--- src/sv/b64u_pkg.sv ---
// Shared beat types and constants for the base64url stream decoder.
`timescale 1ns / 1ps
`default_nettype none
package b64u_pkg;

  // One input beat: a raw character and the end-of-token flag.
  typedef struct packed {
    logic [7:0] char_in;
    logic       token_end;
  } in_beat_t;

  // One result beat: a decoded byte, its qualifier and the end-of-token flag.
  typedef struct packed {
    logic [7:0] byte_out;
    logic       byte_valid;
    logic       done_res;
  } out_beat_t;

  // Character classification passed from the map to the decode step.
  typedef struct packed {
    logic       is_sextet;
    logic       is_pad;
    logic [5:0] value;
  } sextet_t;

  localparam logic [7:0]  CHAR_PAD     = 8'h3D;  // '='
  localparam logic [7:0]  CHAR_DASH    = 8'h2D;  // '-'
  localparam logic [7:0]  CHAR_PLUS    = 8'h2B;  // '+'
  localparam logic [7:0]  CHAR_UNDER   = 8'h5F;  // '_'
  localparam logic [7:0]  CHAR_SLASH   = 8'h2F;  // '/'
  localparam logic [3:0]  OFFSET_RESET = 4'sb1000;  // minus eight

endpackage
`default_nettype wire

--- src/sv/b64u_sextet_map.sv ---
// Maps one character to its 6-bit base64url value and flags padding.
`timescale 1ns / 1ps
`default_nettype none
module b64u_sextet_map (
  input  wire logic [7:0]       char_in,
  output b64u_pkg::sextet_t     sextet
);

  // Range compares select the letter and digit groups; symbols are matched exactly.
  always_comb begin
    sextet = '0;
    if (char_in >= 8'h41 && char_in <= 8'h5A) begin
      sextet.is_sextet = 1'b1;
      sextet.value     = 6'(char_in - 8'h41);
    end else if (char_in >= 8'h61 && char_in <= 8'h7A) begin
      sextet.is_sextet = 1'b1;
      sextet.value     = 6'(char_in - 8'h61 + 8'd26);
    end else if (char_in >= 8'h30 && char_in <= 8'h39) begin
      sextet.is_sextet = 1'b1;
      sextet.value     = 6'(char_in - 8'h30 + 8'd52);
    end else if (char_in == b64u_pkg::CHAR_DASH || char_in == b64u_pkg::CHAR_PLUS) begin
      sextet.is_sextet = 1'b1;
      sextet.value     = 6'd62;
    end else if (char_in == b64u_pkg::CHAR_UNDER || char_in == b64u_pkg::CHAR_SLASH) begin
      sextet.is_sextet = 1'b1;
      sextet.value     = 6'd63;
    end else if (char_in == b64u_pkg::CHAR_PAD) begin
      sextet.is_pad = 1'b1;
    end
  end

endmodule
`default_nettype wire

--- src/sv/b64u_decode_step.sv ---
// Token state (accumulator, bit offset, stop flag) and the per-character decode.
`timescale 1ns / 1ps
`default_nettype none
module b64u_decode_step (
  input  wire logic                clk,
  input  wire logic                rst_n,
  input  wire logic                step_en,
  input  wire b64u_pkg::in_beat_t  beat,
  output b64u_pkg::out_beat_t      result
);

  logic [11:0]       acc_r,     acc_nxt;
  logic signed [3:0] offset_r,  offset_nxt;
  logic              stopped_r, stopped_nxt;

  b64u_pkg::sextet_t sextet;
  logic [11:0]       acc_shifted;
  logic signed [4:0] offset_sum;
  logic signed [4:0] offset_after;
  logic [7:0]        acc_aligned;

  b64u_sextet_map u_map (
    .char_in (beat.char_in),
    .sextet  (sextet)
  );

  // Shift the new sextet in and work out whether a whole byte is now available.
  always_comb begin
    acc_shifted  = {acc_r[5:0], sextet.value};
    offset_sum   = 5'(offset_r) + 5'sd6;
    offset_after = offset_sum;
    acc_aligned  = 8'(acc_shifted >> offset_sum[3:0]);

    acc_nxt            = acc_r;
    offset_nxt         = offset_r;
    stopped_nxt        = stopped_r;
    result.byte_out    = '0;
    result.byte_valid  = 1'b0;
    result.done_res    = beat.token_end;

    if (!stopped_r) begin
      if (sextet.is_pad) begin
        stopped_nxt = 1'b1;
      end else if (sextet.is_sextet) begin
        acc_nxt = acc_shifted;
        if (offset_sum >= 0) begin
          result.byte_out   = acc_aligned;
          result.byte_valid = 1'b1;
          offset_after      = offset_sum - 5'sd8;
        end
        // Keep the offset inside its 4-bit signed range.
        if (offset_after < -5'sd8 || offset_after > 5'sd7) begin
          offset_nxt = b64u_pkg::OFFSET_RESET;
        end else begin
          offset_nxt = offset_after[3:0];
        end
      end
    end

    // The last character of a token returns the state to its reset values.
    if (beat.token_end) begin
      acc_nxt     = '0;
      offset_nxt  = b64u_pkg::OFFSET_RESET;
      stopped_nxt = 1'b0;
    end
  end

  // State advances only when a character is taken by the result stage.
  always_ff @(posedge clk) begin
    if (!rst_n) begin
      acc_r     <= '0;
      offset_r  <= b64u_pkg::OFFSET_RESET;
      stopped_r <= 1'b0;
    end else if (step_en) begin
      acc_r     <= acc_nxt;
      offset_r  <= offset_nxt;
      stopped_r <= stopped_nxt;
    end
  end

endmodule
`default_nettype wire

--- src/sv/base64url_stream_decoder_core.sv ---
// Top level of the base64url stream decoder: input stage, decode step, result stage.
//
// Usage: each input beat carries one raw character and a token_end flag.
// Every input beat gives exactly one result beat, in order: the decoded byte
// with byte_valid set when that character completed a byte, and done_res set
// on the beat for the token's last character. Characters outside the alphabet
// produce a result with byte_valid low; an '=' halts decoding until token end.
// An accepted beat passes from the input register to the result register,
// whose valid bit drives out_valid; there is one input register and one
// result register.
// Throughput: one character per cycle while the receiver does not stall; the
// combinational decode between the two registers also updates the token
// state. When the receiver stalls, the result register holds its beat and the
// input register can still take one more character before in_stall rises.
// Reset (synchronous, rst_n low) empties both registers and returns the
// accumulator, bit offset and stop flag to their token-start values.
`timescale 1ns / 1ps
`default_nettype none
module base64url_stream_decoder_core (
  input  wire logic                 clk,
  input  wire logic                 rst_n,
  input  wire logic                 in_valid,
  output logic                      in_stall,
  input  wire b64u_pkg::in_beat_t   in_data,
  output logic                      out_valid,
  input  wire logic                 out_stall,
  output b64u_pkg::out_beat_t       out_data
);

  logic                s1_valid_r, s1_valid_nxt;
  b64u_pkg::in_beat_t  s1_beat_r;
  logic                out_valid_r, out_valid_nxt;
  b64u_pkg::out_beat_t out_beat_r;
  b64u_pkg::out_beat_t step_result;
  logic                in_take;
  logic                s1_advance;

  // Handshake: the input stage moves on when the result register is free or draining.
  assign s1_advance = s1_valid_r && (!out_valid_r || !out_stall);
  assign in_stall   = s1_valid_r && !s1_advance;
  assign in_take    = in_valid && !in_stall;

  b64u_decode_step u_step (
    .clk     (clk),
    .rst_n   (rst_n),
    .step_en (s1_advance),
    .beat    (s1_beat_r),
    .result  (step_result)
  );

  // Valid bits of both stages.
  always_comb begin
    s1_valid_nxt = s1_valid_r;
    if (in_take) begin
      s1_valid_nxt = 1'b1;
    end else if (s1_advance) begin
      s1_valid_nxt = 1'b0;
    end
    out_valid_nxt = out_valid_r;
    if (s1_advance) begin
      out_valid_nxt = 1'b1;
    end else if (!out_stall) begin
      out_valid_nxt = 1'b0;
    end
  end

  always_ff @(posedge clk) begin
    if (!rst_n) begin
      s1_valid_r  <= 1'b0;
      out_valid_r <= 1'b0;
    end else begin
      s1_valid_r  <= s1_valid_nxt;
      out_valid_r <= out_valid_nxt;
    end
  end

  // Payload registers load only on a transfer into their stage.
  always_ff @(posedge clk) begin
    if (in_take) begin
      s1_beat_r <= in_data;
    end
    if (s1_advance) begin
      out_beat_r <= step_result;
    end
  end

  assign out_valid = out_valid_r;
  assign out_data  = out_beat_r;

endmodule
`default_nettype wire

--- config.mk ---
export PLATFORM = sky130hd
export DESIGN_NAME = base64url_stream_decoder_core
export DESIGN_NICKNAME = d
export VERILOG_FILES = /design/src/sv/b64u_pkg.sv /design/src/sv/b64u_sextet_map.sv /design/src/sv/b64u_decode_step.sv /design/src/sv/base64url_stream_decoder_core.sv
export SDC_FILE = /design/constraint.sdc
export NUM_CORES = 1
export LEC_CHECK = 0
export BUFFER_PORTS_ARGS = -buffer_cell sky130_fd_sc_hd__buf_2
export CORE_AREA = 2 2 76 96
export CTS_BUF_LIST = sky130_fd_sc_hd__clkbuf_16
export DETAILED_ROUTE_END_ITERATION = 8
export DIE_AREA = 0 0 78 98
export GPL_TIMING_DRIVEN = 0
export PLACE_DENSITY = 0.58
export RECOVER_POWER = 100
export SLEW_MARGIN = 20
export SYNTH_ARGS = -nofsm -noshare
export SYNTH_HDL_FRONTEND = slang
export SYNTH_SLANG_ARGS = --single-unit
--- constraint.sdc ---
create_clock -name clk -period 3.6 [get_ports clk]
set_input_delay 0.36 -clock clk [delete_from_list [all_inputs] [get_ports clk]]
set_output_delay 0.36 -clock clk [all_outputs]
set_load 0.01 [all_outputs]
==> run_results.csv, run 1 <==
group,metric,value,unit
outcome,status,"finished with violations",
outcome,violations,"capacitance limit, slew limit",
timing,rsz0062_at_grt,"false",
critical_path,critPathLaunchType,"register",
die,die_h,98,um
placement,dp_hpwl,4.04,mm
die,die_w,78,um
synth,ys_async_sr_fraction,0,
critical_path,crit_top_cell,"nand2_1",
detailed_routing,routed_via_density,5.40,
critical_path,cp_max_fo,10,
synth,ys_seq_area_frac,0.354,
timing,drv_slew,15,
timing,slew_headroom,-0.225,
timing,worstMarginPinSlew,1.82,ns
clock_network,cts_hold_buf,0,
clock_network,clkLatencyLatePin,0.27,ns
detailed_routing,routed_wl,5.35,mm
min_path,hold_path_class,"in -> reg",
detailed_routing,wire_per_inst,14.9,um
timing,whs,0.264,ns
synth,syn_nets,262,
die,pin_count,25,
detailed_routing,vias,1933,
clock_network,cts.sinks,31,
critical_path,cp-end-kind,"register",
final_layout,fin_nets,293,
placement,pre_cts_slack,0.540,ns
final_layout,utilization,0.386,
critical_path,cp.arrival,3.20,ns
power_and_ir_drop,p_leak,0.955,nW
final_layout,diodes,0,
critical_path,slowest_stage,"edfxtp_1",
placement,postPlaceCellArea,2530,um^2
synth,netlist_area,2290,um^2
placement,numPortBuffers,24,
global_route,grt_start_max_net_pins,15,
die,start_util,0.337,
global_route,grt_pass1_wl,8.94,mm
timing,setup_viol,0,
critical_path,r2r_end,"out_data[5]",
timing,setup_slack,0.414,ns
clock_network,cts_buffers,5,
synth,yosys_warnings,0,
global_route,grt_use_total,0.145,
synth,syn_inst,236,
die,dieArea,7640,um^2
global_route,gr-total-overflow,0,
clock_network,cts_setup_buffers,0,
critical_path,cp.required,3.62,ns
critical_path,timing.rr.start,"s1_beat_r[3]",
synth,synth_seq_cells,31,
timing,skew,0.00354,ns
timing,hold_viol_final,0,
final_layout,fill_cells,687,
critical_path,crit_path_max_incr_delay,0.42,ns
timing,clock.fmax,314,MHz
run,cap_violations,1,
critical_path,crit_type,"reg -> reg",
global_route,first_global_vias,1899,
timing,fin_crit_sh,0.885,
synth,synth_cell_types,68,
placement,gp_congestion,0.903,
global_route,antenna_found_initial,0,
clock_network,h-tree-depth,2,
detailed_routing,drt_iter0_markers,114,
final_layout,area_growth,14.7,%
critical_path,r2r_setup_slack,0.41,ns
critical_path,worstRegToRegCells,12,
clock_network,clock_path_buffers,2,
synth,syn_avg_cell_area,9.71,um^2
final_layout,drive_gt1_frac,0.164,
synth,synth_edf_count,19,
clock_network,ctsResizeCount,0,
power_and_ir_drop,powerDensity,354,nW/um^2
die,rows,34,
final_layout,design_area,2630,um^2
timing,tns,0,ns
clock_network,cts_root_buf,"clkbuf_16",
detailed_routing,drt_first_pass_iters,4,
critical_path,cp_cell_sequence,"buf_6 > inv_1 > ha_1 > a21o_1 > nand2_1 > o311ai_4 > a31oi_1 > nand2_1 > inv_1 > nand2_1 > o21ba_1 > or3_1",
detailed_routing,antenna_left,0,
critical_path,cp-endpoint,"out_data[5]",
power_and_ir_drop,peakVddDrop,0.000200,V
die,fp.coreArea,6810,um^2
timing,min_period,3.19,ns
clock_network,clk_pin_slew,0.05,ns
detailed_routing,drc_errors,0,
synth,synth_ff_type,"edfxtp_1",
critical_path,crit_start,"s1_beat_r[3]",
clock_network,cts_tree,"yes",
==> how the worst min path moves through the flow <==
stage                             from                 end  depth (start not counted)
floorplan           u_step.offset_r[2]  u_step.offset_r[2]                          2
global placement    u_step.offset_r[2]  u_step.offset_r[2]                          2
detailed placement  u_step.offset_r[2]  u_step.offset_r[2]                          2
CTS                         in_data[3]        s1_beat_r[3]                          1
global route                in_data[2]        s1_beat_r[2]                          1
finish                      in_data[3]        s1_beat_r[3]                          1
==> critical path, delay by kind of cell (launching register included) <==
family	cells	cell delay [ns]
AOI/OAI and AO/OA	4	1.07
DFF	1	0.42
buffers and inverters	3	0.43
adders and majority gates	1	0.30
and+or+nand+nor	4	0.72
==> sequential cells by signal, summed over array words and instances (netlist names) <==
name              cells
s1_beat_r             9
u_step.offset_r       3
s1_valid_r            1
u_step.acc_r          6
out_data             10
u_step.stopped_r      1
out_valid             1
==> metal layers <==
layer,part of all wire,GRT usage,up-vias
li1,-,-,954
met5,0,0,-
met3,0.034,0.0268,8
met1,0.46,0.177,918
met2,0.49,0.245,53
met4,0.019,0.0702,0
==> cell usage in the layout (no fill, tap or decap), types with 3 or more instances in the layout <==
master      n
o21ai_0     8
a21o_1      3
buf_6       6
mux2_2      3
a31oi_1     3
a22oi_1     6
nor2b_1     9
a211oi_1    5
inv_1      15
nand3_1     8
edfxtp_1   19
ha_1       13
dfxtp_1    12
a41oi_1     3
nor3_1      6
clkbuf_16   5
mux2i_1     3
and3_1      5
buf_2      12
nand2_1    20
clkbuf_1   16
a21oi_1    13
nand4_1     5
or3_1       3
nor2_1     11
==> power by group <==
group,internal [mW],switching [mW]
Clock,0.249,0.136
Combinational,0.0544,0.0892
Sequential,0.391,0.0112
Total,0.694,0.237
==> cell type report <==
| type | instances | area [um^2] | area share |
|---|---|---|---|
| Clock inverter | 3 | 12.5 | 0.00476 |
| Multi-Input combinational cell | 179 | 1310 | 0.497 |
| Inverter | 14 | 52.6 | 0.0200 |
| Buffer | 12 | 105 | 0.0400 |
| Timing Repair Buffer | 24 | 104 | 0.0395 |
| Tap cell | 90 | 113 | 0.0428 |
| Clock buffer | 5 | 125 | 0.0476 |
| Sequential cell | 31 | 811 | 0.308 |
==> synthesized netlist by cell type, types with 3 or more instances <==
cell type	instances	area (um^2)
buf_6	6	67.6
nand2_1	20	75.1
a22oi_1	6	45.0
nand3_1	8	40.0
nand4_1	5	31.3
a41oi_1	3	26.3
a21o_1	3	22.5
nor2_1	11	41.3
and3_1	5	31.3
inv_1	14	52.6
nor2b_1	9	56.3
mux2_2	3	33.8
a211oi_1	5	37.5
ha_1	13	163
dfxtp_1	12	240
or3_1	3	18.8
o21ai_0	8	40.0
edfxtp_1	19	571
nor3_1	6	30.0
a21oi_1	13	65.1
mux2i_1	3	30.0
==> cells by family (layout without fill, tap and decap cells) <==
| kind of cell | count (synthesis) | in the layout | share of synthesized area |
|---|---|---|---|
| fa+ha+maj | 13 | 13 | 0.0710 |
| flops | 31 | 31 | 0.354 |
| xor+xnor | 4 | 4 | 0.0153 |
| buf+inv | 26 | 58 | 0.0693 |
| mux | 6 | 6 | 0.0278 |
| simple gates | 88 | 88 | 0.222 |
| compound gates | 68 | 68 | 0.241 |
==> stage by stage <==
step / power, mW / instances
floorplan: 0.513 / 236
global placement: 0.555 / 350
detailed placement: 0.555 / 350
CTS: 0.944 / 358
global route: 0.973 / 358
finish: 0.931 / 358
Note: power is estimated with default switching activity, not from simulation.
==> run 2, diff against run 1 <==
Settings changed: PLACE_DENSITY 0.58 to 0.6.
Clock period 3.6 ns to 2.6 ns, I/O delays scaled along.
==> run_results.csv, run 2 (synthesis gave the netlist of run 1 again) <==
group,metric,value,unit
final_layout,drive_gt1_frac,0.381,
die,pin_count,25,
timing,min_period,2.69,ns
timing,hold_viol_final,0,
detailed_routing,routed_wl,6.31,mm
die,fp.coreArea,6810,um^2
clock_network,clock_path_buffers,2,
timing,drv_slew,0,
detailed_routing,routed_via_density,5.64,
critical_path,crit_top_cell,"buf_6",
detailed_routing,antenna_left,0,
detailed_routing,wire_per_inst,16.2,um
clock_network,cts_buffers,5,
die,die_w,78,um
placement,placedCellCount,350,
die,die_h,98,um
power_and_ir_drop,powerDensity,465,nW/um^2
power_and_ir_drop,p_leak,1.17,nW
final_layout,stdcell_count,389,
global_route,grt_start_max_net_pins,15,
final_layout,largest_reg_flops,10,
detailed_routing,drt_first_pass_iters,5,
clock_network,clk_pin_slew,0.05,ns
detailed_routing,drc_errors,0,
global_route,antenna_found_initial,0,
timing,setup_viol,5,
min_path,hold_path_class,"in -> reg",
timing,skew,0.00526,ns
placement,gp_congestion,0.930,
final_layout,mostFrequentLayoutCell,"buf_4",
detailed_routing,drt_iter0_markers,262,
placement,dp_hpwl,3.96,mm
die,rows,34,
die,dieArea,7640,um^2
critical_path,crit_path_max_incr_delay,0.40,ns
timing,fin_crit_sh,1.03,
final_layout,final_cell_mix,"buf_4, edfxtp_1, nand2_1",
critical_path,cp_cell_sequence,"buf_6 > inv_6 > ha_4 > and2b_2 > o21ai_4 > buf_6 > nand3_4 > or3_4 > a32oi_4 > a21oi_2 > a311o_1",
final_layout,fill_cells,634,
critical_path,crit_type,"reg -> reg",
final_layout,diodes,0,
critical_path,cp.arrival,2.71,ns
timing,setup_slack,-0.0890,ns
clock_network,cts_root_buf,"clkbuf_16",
final_layout,fin_nets,324,
critical_path,worstRegToRegCells,11,
critical_path,slowest_stage,"edfxtp_1",
global_route,first_global_vias,2087,
clock_network,cts_tree,"yes",
global_route,grt_use_total,0.165,
timing,slew_headroom,0.0506,
outcome,status,"finished with violations",
clock_network,clkLatencyLatePin,0.27,ns
final_layout,area_growth,41.4,%
min_path,hold-path-cell-count,1,
run,cap_violations,0,
detailed_routing,vias,2195,
timing,worstMarginPinSlew,1.42,ns
critical_path,critPathLaunchType,"register",
critical_path,cp.required,2.62,ns
timing,clock.fmax,372,MHz
timing,rsz0062_at_grt,"true",
global_route,grt_pass1_wl,10.1,mm
clock_network,h-tree-depth,2,
global_route,gr-total-overflow,0,
critical_path,cp_max_fo,4,
die,start_util,0.337,
critical_path,cp-end-kind,"register",
power_and_ir_drop,peakVddDrop,0.000306,V
placement,numPortBuffers,24,
outcome,violations,"setup timing",
timing,tns,-0.256,ns
clock_network,cts.sinks,31,
-- run 2: changes by cell type in the layout (fill, tap and decap cells not counted), moves of 3 or more --
| cell | change |
|---|---|
| ha_4 | +4 |
| buf_4 | +23 |
| nand2_1 | -3 |
| inv_1 | -5 |
| buf_6 | +9 |
| ha_1 | -5 |
| nand2_2 | +3 |
-- run 2: worst paths after layout --
| path | start | to | slack, ns |
|---|---|---|---|
| setup reg to reg | s1_beat_r[2] | out_data[4] | -0.09 |
| hold / removal | in_data[4] | s1_beat_r[4] | 0.16 |
| hold reg to reg | u_step.offset_r[2] | u_step.offset_r[2] | 0.46 |
| setup / recovery | s1_beat_r[2] | out_data[4] | -0.09 |
-- run 2: stage by stage --
step | total power, mW | hold WS [ns] | cell area (um^2) | util | setup WS [ns]
after CTS | 1.47 | 0.156 | 3030 | 0.445 | -0.0352
after floorplan | 0.713 | 0.359 | 2320 | - | 0.00801
final | 1.51 | 0.162 | 3240 | 0.476 | -0.0890
after global routing | 1.56 | 0.152 | 3240 | 0.476 | -0.159
after global placement | 0.770 | 0.438 | 2550 | 0.375 | -0.503
after detailed placement | 0.771 | 0.438 | 2560 | 0.376 | -0.481
-- run 2: metal layers --
layer,track usage,up-vias,part of all wire
met5,0,-,0
met4,0.0958,0,0.037
met3,0.0240,20,0.052
met2,0.270,96,0.50
met1,0.205,1056,0.41
li1,-,1023,-
-- run 2: cell type report --
| class | instances | area, um^2 | area share |
|---|---|---|---|
| buffer | 12 | 115 | 0.0355 |
| sequential | 31 | 811 | 0.250 |
| multi-input combinational | 179 | 1610 | 0.497 |
| clock buffer | 5 | 125 | 0.0386 |
| tap | 90 | 113 | 0.0347 |
| clock inverter | 3 | 38.8 | 0.0120 |
| timing repair buffer | 55 | 367 | 0.113 |
| inverter | 14 | 61.3 | 0.0189 |
-- run 2: timing repair --
action,4_1_cts,5_1_grt
gates resized for setup,29,33
setup buffers,22,10
setup endpoints to repair,17,15
cloned,0,1
pin swaps,15,11
hold buffers,0,0
-- run 2: critical path: cells and delay by family, from the launching register on --
kind / cells / cell delay [ns]
flops: 1 / 0.40
simple gates: 3 / 0.68
fa+ha+maj: 1 / 0.14
compound gates: 4 / 0.86
buf+inv: 3 / 0.36
-- run 2: where the power goes --
| group | switching, mW | total (mW) | internal, mW |
|---|---|---|---|
| sequential | 0.0176 | 0.559 | 0.541 |
| combinational | 0.166 | 0.305 | 0.138 |
| clock | 0.198 | 0.644 | 0.446 |
| total | 0.382 | 1.51 | 1.12 |
==> run 3, diff against run 2 <==
Settings changed: BUFFER_PORTS_ARGS -buffer_cell sky130_fd_sc_hd__buf_2 to -buffer_cell sky130_fd_sc_hd__buf_4, CELL_PAD_IN_SITES_DETAIL_PLACEMENT from default to 1, CELL_PAD_IN_SITES_GLOBAL_PLACEMENT from default to 1, PLACE_DENSITY 0.6 to 0.72.
==> run_results.csv, run 3 (synthesis gave the netlist of run 1 again) <==
group,metric,value,unit
critical_path,r2r_setup_slack,-0.17,ns
placement,numPortBuffers,24,
final_layout,multiInputGateArea,1640,um^2
timing,worstMarginPinSlew,1.49,ns
die,rows,34,
clock_network,h-tree-depth,2,
critical_path,worstRegToRegCells,10,
global_route,grt_use_total,0.199,
timing,rsz0062_at_grt,"true",
global_route,first_global_vias,2336,
detailed_routing,drc_errors,0,
detailed_routing,wire_per_inst,19.8,um
die,dieArea,7640,um^2
global_route,grt_start_max_net_pins,15,
power_and_ir_drop,powerDensity,457,nW/um^2
clock_network,clk_pin_slew,0.05,ns
final_layout,design_area,3390,um^2
global_route,gr-total-overflow,0,
final_layout,drive_gt1_frac,0.432,
timing,tns,-0.569,ns
outcome,status,"finished with violations",
critical_path,cp-end-kind,"register",
critical_path,cp_cell_sequence,"buf_6 > clkinvlp_4 > ha_4 > and2b_2 > o21ai_4 > o311ai_4 > buf_4 > a221o_1 > o21ba_1 > or3_1",
power_and_ir_drop,power,1.55,mW
min_path,hold-path-cell-count,1,
critical_path,cp_max_fo,4,
critical_path,cp.arrival,2.79,ns
die,fp.coreArea,6810,um^2
detailed_routing,drt_iter0_markers,109,
detailed_routing,vias,2229,
timing,whs,0.181,ns
final_layout,largest_reg_flops,10,
timing,clock.fmax,361,MHz
placement,gp_congestion,0.840,
placement,postPlaceCellArea,2620,um^2
timing,setup_viol,5,
timing,slew_headroom,0.00640,
timing,setup_slack,-0.168,ns
power_and_ir_drop,p_leak,1.22,nW
clock_network,clkLatencyLatePin,0.28,ns
timing,drv_slew,0,
final_layout,utilization,0.498,
final_layout,area_growth,47.8,%
critical_path,slowest_stage,"a221o_1",
die,die_h,98,um
final_layout,seqCellArea,811,um^2
final_layout,fill_cells,780,
clock_network,cts.sinks,31,
clock_network,clock_path_buffers,2,
min_path,hold-path-endpoint,"s1_beat_r[4]",
timing,fin_crit_sh,1.06,
critical_path,r2r_end,"out_data[5]",
run,cap_violations,1,
critical_path,crit_path_max_incr_delay,0.39,ns
final_layout,mostFrequentLayoutCell,"buf_4",
min_path,min-delay-start,"in_data[4]",
power_and_ir_drop,peakVddDrop,0.000532,V
detailed_routing,antenna_left,0,
critical_path,timing.rr.start,"s1_beat_r[1]",
die,pin_count,25,
critical_path,cp.required,2.62,ns
clock_network,cts_root_buf,"clkbuf_16",
placement,dp_hpwl,4.61,mm
timing,skew,0.00289,ns
detailed_routing,routed_via_density,5.60,
global_route,antenna_found_initial,0,
clock_network,cts_tree,"yes",
critical_path,crit_type,"reg -> reg",
global_route,grt_pass1_wl,12.0,mm
detailed_routing,drt_first_pass_iters,4,
die,die_w,78,um
min_path,hold_path_class,"in -> reg",
detailed_routing,routed_wl,7.86,mm
critical_path,critPathLaunchType,"register",
timing,min_period,2.77,ns
final_layout,diodes,0,
clock_network,cts_hold_buf,0,
timing,hold_viol_final,0,
final_layout,fin_nets,333,
clock_network,cts_buffers,5,
outcome,violations,"capacitance limit, setup timing",
final_layout,final_cell_mix,"buf_4, edfxtp_1, nand2_1, clkbuf_1, buf_6",
die,start_util,0.337,
-- run 3: cell types whose count changed in the layout (fill, tap and decap cells not counted), sizes merged --
| cell | previous run | this run |
|---|---|---|
| buf | 50 | 51 |
| inv | 13 | 11 |
| clkbuf | 22 | 30 |
| clkinvlp | 1 | 3 |
-- run 3: worst max-delay path: cells and delay by family, from the launching register on --
family	cells	cell delay [ns]
buf+inv	3	0.41
compound gates	4	0.97
simple gates	2	0.53
flops	1	0.38
fa+ha+maj	1	0.19
-- run 3: what timing repair did --
action	in CTS	in global routing
gates cloned	0	1
resized for setup	39	33
setup buffers	23	16
hold endpoints to repair	0	0
pin swaps	15	22
setup endpoints to repair	17	15
-- run 3: stage by stage --
stage	setup WS [ns]	std cells
after global routing	-0.290	398
after global placement	-0.556	350
after floorplan	0.00801	236
after CTS	-0.0905	381
final	-0.168	398
after detailed placement	-0.579	350
-- run 3: cell type report --
cell class,instances,share of cell area
well taps,90,0.0332
repair buffers,64,0.139
plain buffers,12,0.0362
inverters,14,0.0203
clock buffers,5,0.0369
multi-input cells,179,0.483
clock inverters,3,0.0115
flip-flops and latches,31,0.239
-- run 3: power by group --
part	internal, mW	leakage, nW	switching [mW]	total, mW
clock	0.446	0.0812	0.209	0.655
combinational	0.152	0.855	0.181	0.334
sequential	0.541	0.284	0.0189	0.560
-- run 3: routing by layer --
layer  vias up  part of all wire  track usage
met1      1116              0.39        0.216
met5         -                 0            0
met4         0             0.036       0.0891
li1       1039                 -            -
met3        24             0.026       0.0287
met2        50              0.55        0.376
-- run 3: worst max path at each step --
stage,startpoint,slack [ns],cells past startpoint,endpoint
6_report,s1_beat_r[1],-0.17,10,out_data[5]
5_1_grt,s1_beat_r[1],-0.29,11,out_data[5]
4_1_cts,s1_beat_r[2],-0.09,10,out_data[5]
3_5_place_dp,s1_beat_r[3],-0.58,10,out_data[3]
3_3_place_gp,s1_beat_r[3],-0.56,10,out_data[3]
2_1_floorplan,s1_beat_r[1],0.008,10,out_data[4]
